**src/hw/rtl/tsae_pkg.sv**
```systemverilog
// ----------------------------------------------------------------------------
// Tape stop effect package
// Shared sizes, fixed point constants, register indexes and the command
// struct that the controller sends to the datapath.
// ----------------------------------------------------------------------------
package tsae_pkg;

	// sample store
	localparam int STORE_DEPTH = 131072;
	localparam int ADDR_W      = $clog2(STORE_DEPTH);
	localparam int WPOS_W      = ADDR_W + 1;          // holds STORE_DEPTH itself

	// oversampled taps per frame, a power of two
	localparam int TAPS_LOG2   = 5;
	localparam int TAPS        = 1 << TAPS_LOG2;
	localparam int TAP_CNT_W   = (TAPS_LOG2 > 0) ? TAPS_LOG2 : 1;

	// fixed point
	localparam int SAMPLE_W    = 24;
	localparam int FRAC_W      = 32;
	localparam int SPEED_W     = FRAC_W + 1;          // Q1.32
	localparam int RPOS_W      = ADDR_W + FRAC_W;     // integer.fraction read position
	localparam int ACC_W       = SAMPLE_W + TAPS_LOG2;
	localparam int PROD_W      = ACC_W + SPEED_W;
	localparam int AVG_SHIFT   = FRAC_W + TAPS_LOG2;

	localparam logic [SPEED_W-1:0] SPEED_ONE = SPEED_W'(64'd1 << FRAC_W);

	// decay = DECAY_BASE + round(DECAY_SPAN * (65535 - knob) / 65535)
	// with DECAY_SPAN = DECAY_SPAN_Q * 65535 + DECAY_SPAN_R
	localparam int KNOB_W                  = 16;
	localparam logic [31:0] DECAY_BASE     = 32'd4294537799;
	localparam logic [18:0] DECAY_SPAN_Q   = 19'd5;
	localparam logic [31:0] DECAY_SPAN_R   = 32'd58872;
	localparam logic [31:0] KNOB_HALF      = 32'd32767;
	localparam logic [16:0] KNOB_MAX       = 17'd65535;
	localparam logic [KNOB_W-1:0] SPEED_SETTING_RST = 16'd32768;

	// configuration register indexes
	typedef enum logic [0:0] {
		CFG_SPEED_SETTING = 1'b0,
		CFG_FADE_ENABLE   = 1'b1
	} cfg_idx_t;

	// controller to datapath commands
	typedef struct packed {
		logic load;      // capture input frame
		logic bypass;    // pass frame, reset speed and positions
		logic store_wr;  // record frame, clear accumulators
		logic tap_rd;    // read one tap, advance read position
		logic mul;       // scale sums by gain
		logic avg;       // divide and saturate
		logic dec_lo;    // decay, low half partial product
		logic dec_hi;    // decay, high half and speed update
		logic out_ld;    // load output register
	} dp_cmd_t;

endpackage

```
**src/hw/rtl/tsae_cfg.sv**
```systemverilog
// ----------------------------------------------------------------------------
// Tape stop configuration registers
// Holds the speed knob and fade switch and derives the Q0.32 decay factor.
// ----------------------------------------------------------------------------
module tsae_cfg (
	input  logic                          clk,
	input  logic                          arst_n,
	input  logic                          wr_en,
	input  tsae_pkg::cfg_idx_t            wr_index,
	input  logic [15:0]                   wr_data,
	output logic                          fade_enable,
	output logic [31:0]                   decay
);

	logic [tsae_pkg::KNOB_W-1:0] speed_setting_q;
	logic                        fade_q;
	logic [31:0]                 decay_q;

	logic [15:0] inv;
	logic [31:0] y;
	logic [15:0] q0;
	logic [16:0] r0;
	logic [1:0]  corr;
	logic [18:0] quot;

	always_ff @(posedge clk or negedge arst_n) begin
		if (!arst_n) begin
			speed_setting_q <= tsae_pkg::SPEED_SETTING_RST;
			fade_q          <= 1'b1;
		end else if (wr_en) begin
			unique case (wr_index)
				tsae_pkg::CFG_SPEED_SETTING: speed_setting_q <= wr_data;
				tsae_pkg::CFG_FADE_ENABLE:   fade_q          <= wr_data[0];
				default: ;
			endcase
		end
	end

	// Divide by 65535: estimate with the high half, then fix the remainder
	// y - q0*65535 = y[15:0] + q0, which stays at or below twice the divisor.
	always_comb begin
		inv  = ~speed_setting_q;
		y    = 32'(32'(inv) * tsae_pkg::DECAY_SPAN_R) + tsae_pkg::KNOB_HALF;
		q0   = y[31:16];
		r0   = 17'(y[15:0]) + 17'(q0);
		if (r0 >= 17'(2 * tsae_pkg::KNOB_MAX))
			corr = 2'd2;
		else if (r0 >= tsae_pkg::KNOB_MAX)
			corr = 2'd1;
		else
			corr = 2'd0;
		quot = 19'(19'(inv) * tsae_pkg::DECAY_SPAN_Q) + 19'(q0) + 19'(corr);
	end

	always_ff @(posedge clk) begin
		decay_q <= tsae_pkg::DECAY_BASE + 32'(quot);
	end

	assign fade_enable = fade_q;
	assign decay       = decay_q;

endmodule

```
**config.mk**
```make
export PLATFORM = sky130hd
export DESIGN_NAME = tsae_cfg
export DESIGN_NICKNAME = d
export VERILOG_FILES = /design/src/hw/rtl/tsae_pkg.sv /design/src/hw/rtl/tsae_cfg.sv
export SDC_FILE = /design/constraint.sdc
export NUM_CORES = 1
export LEC_CHECK = 0
export ABC_AREA = 0
export BUFFER_PORTS_ARGS = -buffer_cell sky130_fd_sc_hd__buf_4
export CAP_MARGIN = 5
export CORE_AREA = 2 2 218 113
export DETAILED_ROUTE_END_ITERATION = 8
export DIE_AREA = 0 0 220 115
export GPL_ROUTABILITY_DRIVEN = 0
export PLACE_DENSITY = 0.58
export RECOVER_POWER = 100
export SYNTH_ARGS = -nofsm -noshare
export SYNTH_HDL_FRONTEND = slang
export SYNTH_SLANG_ARGS = --single-unit
```
**constraint.sdc**
```tcl
create_clock -name clk -period 33.7 [get_ports clk]
set_input_delay 3.37 -clock clk [delete_from_list [all_inputs] [get_ports clk]]
set_output_delay 3.37 -clock clk [all_outputs]
set_load 0.02 [all_outputs]
```
==> impl_metrics.json <==
{
  "outcome": "complete, but fails checks",
  "violations": "max-capacitance violations, max-slew violations",
  "cts_max_level": 2,
  "cts_resized": 0,
  "tightestPinTransition_ns": 1.91,
  "cts_tree": "yes",
  "crit_type": "reg2reg",
  "clkTransAtPathRegs_ns": 0.06,
  "critical_path_buf_inv_count": 5,
  "routed_wl_microns": 26500,
  "via_count": 7549,
  "cts_hold_buf": 0,
  "reg2reg_from": "speed_setting_q[8]",
  "hp-class": "reg2reg",
  "ys.flop_type": "dfxtp_1",
  "synth.avg_cell_area_sq_um": 8.68,
  "path_delay_family": "compound AO/OA/AOI/OAI gates",
  "rsz0062_at_grt": "no",
  "synth_edf_count": 0,
  "grtUsageMet2_pct": 23.5,
  "drv_slew": 33,
  "place_hpwl_microns": 23600,
  "synth_cells": 1062,
  "antenna_cells": 0,
  "grt_util_met1_pct": 36.6,
  "hold_depth": 1,
  "io_pins": 53,
  "synth_area_sq_um": 9220,
  "cts_root_buf": "clkbuf_16",
  "fin_nets": 1371,
  "cts_setup_buffers": 0,
  "setup_violations": 0,
  "hold_viol_final": 0,
  "critPathCaptureType": "flip-flop",
  "hp-start": "fade_enable",
  "yosysWarningCount": 0,
  "cp.arrival_ns": 15.76,
  "synth.top_cell.area_share_pct": 23.2,
  "die_w_microns": 220,
  "cp_slowest_cell": "xor2_1",
  "core_sq_um": 23400,
  "wire_per_inst_microns": 18.8,
  "initial_core_util_pct": 39.4,
  "clockBufferDepth": 2,
  "ys_types": 80,
  "top_usage_layer": "met1",
  "grt_antenna_before_repair": 0,
  "yosys.area.top_type": "fa_1",
  "path_max_fanout": 8,
  "fin_crit_ns": 15.60,
  "cp.required_ns": 33.86,
  "grt_pass1_wl_microns": 41100,
  "grt_pass1_vias": 6975,
  "drc": 0,
  "cts_buffers": 5,
  "r2r_slack_ns": 18.10,
  "area_growth_pct": 6.91,
  "row_count": 40,
  "synth_area_leaders": "fa_1 (23%), ha_1 (20%), inv_1 (7.7%), dfxtp_1 (4.6%), xnor2_1 (4.5%)",
  "drv_cap": 1,
  "final.period_utilization_pct": 46.3,
  "synth-seq-cells": 38,
  "dieArea_sq_um": 25300,
  "first_iter_violations": 687,
  "finClkSkew_ns": 0.0109,
  "overflow": 0,
  "layout.cells.non_filler": 1410,
  "drive_above_1_share_pct": 4.02,
  "start_kind": "flip-flop",
  "worst_path_largest_cell_delay_ns": 0.63,
  "viasPerCell": 5.35,
  "firstDrtPassIters": 5,
  "r2r_end": "decay[20]",
  "timing.fmax_mhz": 64.1,
  "ys_seq_area_share_pct": 9.20,
  "grt_max_degree": 33,
  "track_usage_pct": 21.6,
  "cp.depth": 57,
  "met3_usage_pct": 9.84,
  "fp.dieH_microns": 115,
  "detail-route-antenna-nets": 0,
  "clock_latency_ns": 0.28,
  "worstRegToRegCells": 57,
  "ys_async_sr_fraction_pct": 44.7,
  "cts.sinks": 38,
  "finalSetupTns_ns": 0,
  "slew_headroom_pct": -27.4,
  "whs_endpoint": "fade_enable",
  "dp.cells": 1402,
  "syn_nets": 1339,
  "numPortBuffers": 52
}
worst max path at each step:
stage	startpoint	end	slack (ns)
5_1_grt	speed_setting_q[8]	decay[20]	16.78
3_3_place_gp	speed_setting_q[8]	decay[17]	19.04
6_report	speed_setting_q[8]	decay[20]	18.10
4_1_cts	speed_setting_q[8]	decay[17]	18.71
2_1_floorplan	speed_setting_q[6]	decay[17]	20.70
3_5_place_dp	speed_setting_q[8]	decay[17]	18.78
cell families after synthesis:
logic type	after synthesis	share of synthesized area, %
fa+ha+maj	257	43.6
simple gates	251	13.8
compound gates	220	16.5
buf+inv	217	9.30
xor+xnor	75	7.21
flops	38	9.20
mux	4	0.461
stage by stage:
stage	instance area (sq um)	setup slack [ns]	util (%)	hold slack, ns
floorplan	9220	20.70	-	0.654
global placement	9860	19.04	42.1	0.614
finish	9860	18.10	42.1	0.640
global route	9860	16.78	42.1	0.644
CTS	10000	18.71	42.8	0.638
detailed placement	9860	18.78	42.1	0.628
cells in the final DEF, fill, tap and decap left out, types with 19 or more instances in the layout:
cell        n
o21ai_0    59
nor2_1     52
dfxtp_1    21
nor3_1     19
ha_1      150
a21o_1     22
clkbuf_1   36
a21oi_1    47
xnor2_1    47
xor2_1     27
inv_1     190
nand3_1    25
nand2_1    73
fa_1      107
state kept, by name, summed over array words and instances, names as in the netlist:
name and count:
fade_enable 1, speed_setting_q 16, decay 21
cell usage after synthesis (15+ instances only):
library cell / number
a21o_1: 22
nand2_1: 73
clkbuf_1: 15
o21ai_0: 58
dfrtp_1: 15
fa_1: 107
inv_1: 190
nand3_1: 25
xnor2_1: 47
ha_1: 150
dfxtp_1: 21
and3_1: 17
xor2_1: 27
a21oi_1: 47
nor2_1: 52
nor3_1: 19
cell type report:
cell class / count / area (sq um)
fill: 2419 / 13600
multi-input combinational: 807 / 7470
sequential: 38 / 848
inverter: 190 / 713
tap: 315 / 394
timing repair buffer: 52 / 259
clock buffer: 8 / 168
per-layer routing:
metal	part of all wire (%)	wire length, microns	vias up
met5	0.27	71	-
li1	-	-	3655
met2	31	8270	299
met3	14	3660	9
met1	54	14400	3584
met4	0.35	92	2
Power is not shown: default switching activity piles up to over one toggle a cycle in this logic, so the estimate is an artifact.
