**config.mk**
```make
export PLATFORM = sky130hd
export DESIGN_NAME = tsae_ctrl
export DESIGN_NICKNAME = d
export VERILOG_FILES = /design/src/hw/rtl/tsae_pkg.sv /design/src/hw/rtl/tsae_ctrl.sv
export SDC_FILE = /design/constraint.sdc
export NUM_CORES = 1
export LEC_CHECK = 0
export BUFFER_PORTS_ARGS = -buffer_cell sky130_fd_sc_hd__clkbuf_2
export CORE_MARGIN = 2
export CORE_UTILIZATION = 48
export CTS_BUF_LIST = sky130_fd_sc_hd__clkbuf_4 sky130_fd_sc_hd__clkbuf_8
export CTS_CLUSTER_DIAMETER = 50
export CTS_CLUSTER_SIZE = 40
export DETAILED_ROUTE_END_ITERATION = 12
export MAX_ROUTING_LAYER = met4
export PLACE_DENSITY = 0.76
export SLEW_MARGIN = 20
export SYNTH_ARGS = -nofsm -noshare
export SYNTH_HDL_FRONTEND = slang
export SYNTH_SLANG_ARGS = --single-unit
export TNS_END_PERCENT = 100
```
**constraint.sdc**
```tcl
create_clock -name clk -period 1.7 [get_ports clk]
set_input_delay 0.255 -clock clk [delete_from_list [all_inputs] [get_ports clk]]
set_output_delay 0.255 -clock clk [all_outputs]
set_load 0.005 [all_outputs]
```
**src/hw/rtl/tsae_pkg.sv**
```systemverilog
// ----------------------------------------------------------------------------
// Tape stop effect package
// Shared sizes, fixed point constants, register indexes and the command
// struct that the controller sends to the datapath.
// ----------------------------------------------------------------------------
package tsae_pkg;

	// sample store
	localparam int STORE_DEPTH = 131072;
	localparam int ADDR_W      = $clog2(STORE_DEPTH);
	localparam int WPOS_W      = ADDR_W + 1;          // holds STORE_DEPTH itself

	// oversampled taps per frame, a power of two
	localparam int TAPS_LOG2   = 5;
	localparam int TAPS        = 1 << TAPS_LOG2;
	localparam int TAP_CNT_W   = (TAPS_LOG2 > 0) ? TAPS_LOG2 : 1;

	// fixed point
	localparam int SAMPLE_W    = 24;
	localparam int FRAC_W      = 32;
	localparam int SPEED_W     = FRAC_W + 1;          // Q1.32
	localparam int RPOS_W      = ADDR_W + FRAC_W;     // integer.fraction read position
	localparam int ACC_W       = SAMPLE_W + TAPS_LOG2;
	localparam int PROD_W      = ACC_W + SPEED_W;
	localparam int AVG_SHIFT   = FRAC_W + TAPS_LOG2;

	localparam logic [SPEED_W-1:0] SPEED_ONE = SPEED_W'(64'd1 << FRAC_W);

	// decay = DECAY_BASE + round(DECAY_SPAN * (65535 - knob) / 65535)
	// with DECAY_SPAN = DECAY_SPAN_Q * 65535 + DECAY_SPAN_R
	localparam int KNOB_W                  = 16;
	localparam logic [31:0] DECAY_BASE     = 32'd4294537799;
	localparam logic [18:0] DECAY_SPAN_Q   = 19'd5;
	localparam logic [31:0] DECAY_SPAN_R   = 32'd58872;
	localparam logic [31:0] KNOB_HALF      = 32'd32767;
	localparam logic [16:0] KNOB_MAX       = 17'd65535;
	localparam logic [KNOB_W-1:0] SPEED_SETTING_RST = 16'd32768;

	// configuration register indexes
	typedef enum logic [0:0] {
		CFG_SPEED_SETTING = 1'b0,
		CFG_FADE_ENABLE   = 1'b1
	} cfg_idx_t;

	// controller to datapath commands
	typedef struct packed {
		logic load;      // capture input frame
		logic bypass;    // pass frame, reset speed and positions
		logic store_wr;  // record frame, clear accumulators
		logic tap_rd;    // read one tap, advance read position
		logic mul;       // scale sums by gain
		logic avg;       // divide and saturate
		logic dec_lo;    // decay, low half partial product
		logic dec_hi;    // decay, high half and speed update
		logic out_ld;    // load output register
	} dp_cmd_t;

endpackage

```
**src/hw/rtl/tsae_ctrl.sv**
```systemverilog
// ----------------------------------------------------------------------------
// Tape stop controller
// Sequences one frame at a time, either through bypass or through record,
// tap reads, gain, average and decay, and owns the output valid flag.
// ----------------------------------------------------------------------------
module tsae_ctrl (
	input  logic              clk,
	input  logic              arst_n,
	input  logic              in_valid,
	output logic              in_ready,
	input  logic              in_stop,
	output logic              out_valid,
	input  logic              out_ready,
	output tsae_pkg::dp_cmd_t cmd
);

	typedef enum logic [3:0] {
		ST_IDLE,
		ST_BYPASS,
		ST_WRITE,
		ST_TAP,
		ST_DRAIN,
		ST_MUL,
		ST_AVG,
		ST_DEC_LO,
		ST_DEC_HI,
		ST_DONE
	} state_t;

	localparam logic [tsae_pkg::TAP_CNT_W-1:0] TAP_LAST =
		tsae_pkg::TAP_CNT_W'(tsae_pkg::TAPS - 1);

	state_t                          state_q;
	logic [tsae_pkg::TAP_CNT_W-1:0]  tap_cnt_q;
	logic                            out_valid_q;
	logic                            accept;
	logic                            out_free;

	assign in_ready  = (state_q == ST_IDLE);
	assign accept    = in_valid && in_ready;
	assign out_free  = !out_valid_q || out_ready;
	assign out_valid = out_valid_q;

	always_ff @(posedge clk or negedge arst_n) begin
		if (!arst_n) begin
			state_q     <= ST_IDLE;
			tap_cnt_q   <= '0;
			out_valid_q <= 1'b0;
		end else begin
			if ((state_q == ST_DONE) && out_free)
				out_valid_q <= 1'b1;
			else if (out_valid_q && out_ready)
				out_valid_q <= 1'b0;
			unique case (state_q)
				ST_IDLE: begin
					if (accept)
						state_q <= in_stop ? ST_WRITE : ST_BYPASS;
				end
				ST_BYPASS: state_q <= ST_DONE;
				ST_WRITE: begin
					tap_cnt_q <= '0;
					state_q   <= ST_TAP;
				end
				ST_TAP: begin
					if (tap_cnt_q == TAP_LAST)
						state_q <= ST_DRAIN;
					else
						tap_cnt_q <= tap_cnt_q + 1'b1;
				end
				ST_DRAIN:  state_q <= ST_MUL;
				ST_MUL:    state_q <= ST_AVG;
				ST_AVG:    state_q <= ST_DEC_LO;
				ST_DEC_LO: state_q <= ST_DEC_HI;
				ST_DEC_HI: state_q <= ST_DONE;
				ST_DONE: begin
					// hold until the output register frees up
					if (out_free)
						state_q <= ST_IDLE;
				end
				default: state_q <= ST_IDLE;
			endcase
		end
	end

	always_comb begin
		cmd      = '0;
		cmd.load = accept;
		unique case (state_q)
			ST_BYPASS: cmd.bypass   = 1'b1;
			ST_WRITE:  cmd.store_wr = 1'b1;
			ST_TAP:    cmd.tap_rd   = 1'b1;
			ST_MUL:    cmd.mul      = 1'b1;
			ST_AVG:    cmd.avg      = 1'b1;
			ST_DEC_LO: cmd.dec_lo   = 1'b1;
			ST_DEC_HI: cmd.dec_hi   = 1'b1;
			ST_DONE:   cmd.out_ld   = out_free;
			default: ;
		endcase
	end

endmodule

```
==> impl_metrics.env <==
export IMPL_status="finished clean"
export IMPL_rr_worst_depth=5
export IMPL_layout_commonest_cell="buf_4"
export IMPL_synthCells=70
export IMPL_fin_area_um2=957
export IMPL_yosys_area_top_type="dfrtp_1"
export IMPL_grt_pass1_vias=460
export IMPL_synth_top_area_share_pct=38.2
export IMPL_hp_class="input port to flop"
export IMPL_gp_congestion=0.827
export IMPL_end_kind="primary output"
export IMPL_htreeDepth=1
export IMPL_ant_nets=0
export IMPL_critPathLaunchType="flop"
export IMPL_avgSynthCellArea_um2=9.37
export IMPL_dieArea_um2=1680
export IMPL_slew_violations=0
export IMPL_maxCapViolCount=0
export IMPL_finalSetupViolations=0
export IMPL_p_int_mw=1.03
export IMPL_insertion_delay_ns=0.27
export IMPL_initial_core_util_pct=51.0
export IMPL_fin_skew_ns=0.000318
export IMPL_hold_start="out_ready"
export IMPL_diodes=0
export IMPL_die_w_um=41.0
export IMPL_die_y_um=41.0
export IMPL_grt_first_pass_wirelength_mm=1.93
export IMPL_gr_total_overflow=0
export IMPL_cts_max_path_buffers=2
export IMPL_io_pins=16
export IMPL_critPathKind="flop to primary output"
export IMPL_regArea_um2=250
export IMPL_drive_gt1_share_pct=46.7
export IMPL_required_ns=1.44
export IMPL_p_leak_nw=0.467
export IMPL_timing_fmax_mhz=595
export IMPL_grtUsageMet3_pct=3.26
export IMPL_crit_end="cmd[6]"
export IMPL_antenna_found_initial=0
export IMPL_synth_nets=77
export IMPL_use_met1_pct=24.9
export IMPL_p_per_area_nw_per_um2=1760
export IMPL_netlist_area_um2=656
export IMPL_nets=113
export IMPL_grt_max_degree=14
export IMPL_finalCritPeriodShare_pct=98.8
export IMPL_pwr_share_seq_pct=26.5
export IMPL_fillers=85
export IMPL_vias=664
export IMPL_place_inst=103
export IMPL_crit_path_start="state_q[2]"
export IMPL_arrival_ns=1.42
export IMPL_drt_wirelength_per_cell_um=14.8
export IMPL_synth_warnings=0
export IMPL_period_minus_slack_ns=1.68
export IMPL_yosys_top_cells_area="dfrtp_1 (38%), mux2i_1 (6.1%), nand2_1 (5.2%)"
export IMPL_p_comb_share_pct=60.6
export IMPL_drt_iter0_drc=17
export IMPL_cts_buffers=3
export IMPL_area_growth_pct=46.0
export IMPL_met2_usage_pct=25.8
export IMPL_busiest_layer="met2"
export IMPL_hold_viol=0
export IMPL_first_pass_iters=4
export IMPL_slew_headroom_pct=82.6
export IMPL_viasPerCell=5.53
export IMPL_totalWireLength_mm=1.78
export IMPL_cts_root_buf="clkbuf_4"
export IMPL_crit_fanout=4
export IMPL_io_buffers=15
export IMPL_switchingPower_mw=0.659
export IMPL_ys_ff_latch=10
export IMPL_multiInputGateArea_um2=380
export IMPL_worst_slew_pin_slew_ns=0.259
export IMPL_grtUsageTotal_pct=18.8
export IMPL_post_route_drc_count=0
export IMPL_dp_hpwl_mm=1.05
export IMPL_yosysUniqueCellTypes=33
export IMPL_r2r_end="tap_cnt_q[3]"
export IMPL_clock_sinks=10
export IMPL_placed_cell_area_um2=781
export IMPL_core_um2=1280
export IMPL_cts_tree="done"
export IMPL_vdd_ir_drop_worst_v=0.000860
export IMPL_layoutNonFillerInstCount=120
export IMPL_final_cell_mix="buf_4 (16), clkbuf_2 (13), dfrtp_1 (10)"
export IMPL_pwr_share_clk_pct=13.0
export IMPL_synth_seq_area_share_pct=38.2
export IMPL_setup_tns_ns=0
export IMPL_regToRegSetupSlack_ns=0.05
export IMPL_clk_pin_slew_ns=0.07
export IMPL_rsz0062_at_grt="true"
export IMPL_rows=13
export IMPL_swShare_pct=39.1
export IMPL_r2r_start="tap_cnt_q[0]"
==> area by class of cell <==
class                   instances  share of cell area (%)
clock buffers                   4                    3.79
repair buffers                 36                    26.1
inverters                       5                    2.22
flip-flops and latches         10                    26.1
well taps                      15                    1.96
multi-input cells              50                    39.7
==> synth_stat cells, drive strengths merged <==
master    n
nor4b     1
or4b      1
clkbuf    1
o31ai     1
nand2b    4
nor4      1
and2      1
nand3     1
nand2     9
nor2      6
nor3      1
a311o     1
ha        2
nor2b     2
dfrtp    10
or4       1
a211o     1
nand4b    1
nor3b     1
o21ai     2
a32oi     1
mux2i     4
and3      1
a21oi     4
o22ai     1
nand4bb   2
buf       4
inv       5
==> registers in the layout, summed over array words and instances, names as in the netlist <==
| name | cells |
|---|---|
| tap_cnt_q | 5 |
| state_q | 4 |
| out_valid | 1 |
==> worst max-delay path, stage by stage (launching register included) <==
cell	delay, ns
dfrtp_1	0.42
or4b_4	0.58
inv_4	0.07
buf_6	0.08
==> kinds of logic after synthesis <==
family	Yosys count	synth area share, %
fa+ha+maj	2	3.82
simple gates	33	33.2
buf+inv	10	7.25
mux	4	6.11
compound gates	11	11.5
flops	10	38.2
==> repair_timing <==
action                                 in CTS  in global routing
hold buffers                                1                  0
endpoints found under the hold margin      10                  0
buffers inserted                            2                  9
gates cloned                                0                  1
gates resized for setup                     3                  8
setup endpoints to repair                   3                  9
pin swaps                                   3                  3
==> power groups by stage <==
stage                     combinational [mW]  clock, mW  sequential [mW]
after floorplan                        0.506          0            0.437
after global placement                 0.726          0            0.434
after detailed placement               0.748          0            0.445
after CTS                              0.811      0.228            0.436
after global routing                    1.10      0.238            0.455
final                                   1.02      0.219            0.446
==> worst min-delay path by stage <==
stage / to / cells after the start
after floorplan: out_valid / 0
after global placement: tap_cnt_q[3] / 1
after detailed placement: tap_cnt_q[4] / 1
after CTS: out_valid / 3
after global routing: out_valid / 3
final: out_valid / 3
==> routing by layer <==
metal  up-vias  share of wire [%]
li1        318                  -
met1       335                 44
met2        11                 54
met3         0                2.2
met4         0                  0
met5         -                  0
==> through the flow <==
step	hold slack (ns)	util [%]	worst slack, ns	power, mW
after global placement	0.133	60.8	0.0949	1.16
after global routing	0.321	74.5	-0.0112	1.80
after detailed placement	0.138	60.8	0.0295	1.19
after floorplan	-0.0406	-	0.0230	0.943
after CTS	0.301	66.8	0.00653	1.48
final	0.314	74.5	0.0202	1.69
No activity file was read; power rests on OpenSTA's default activity.
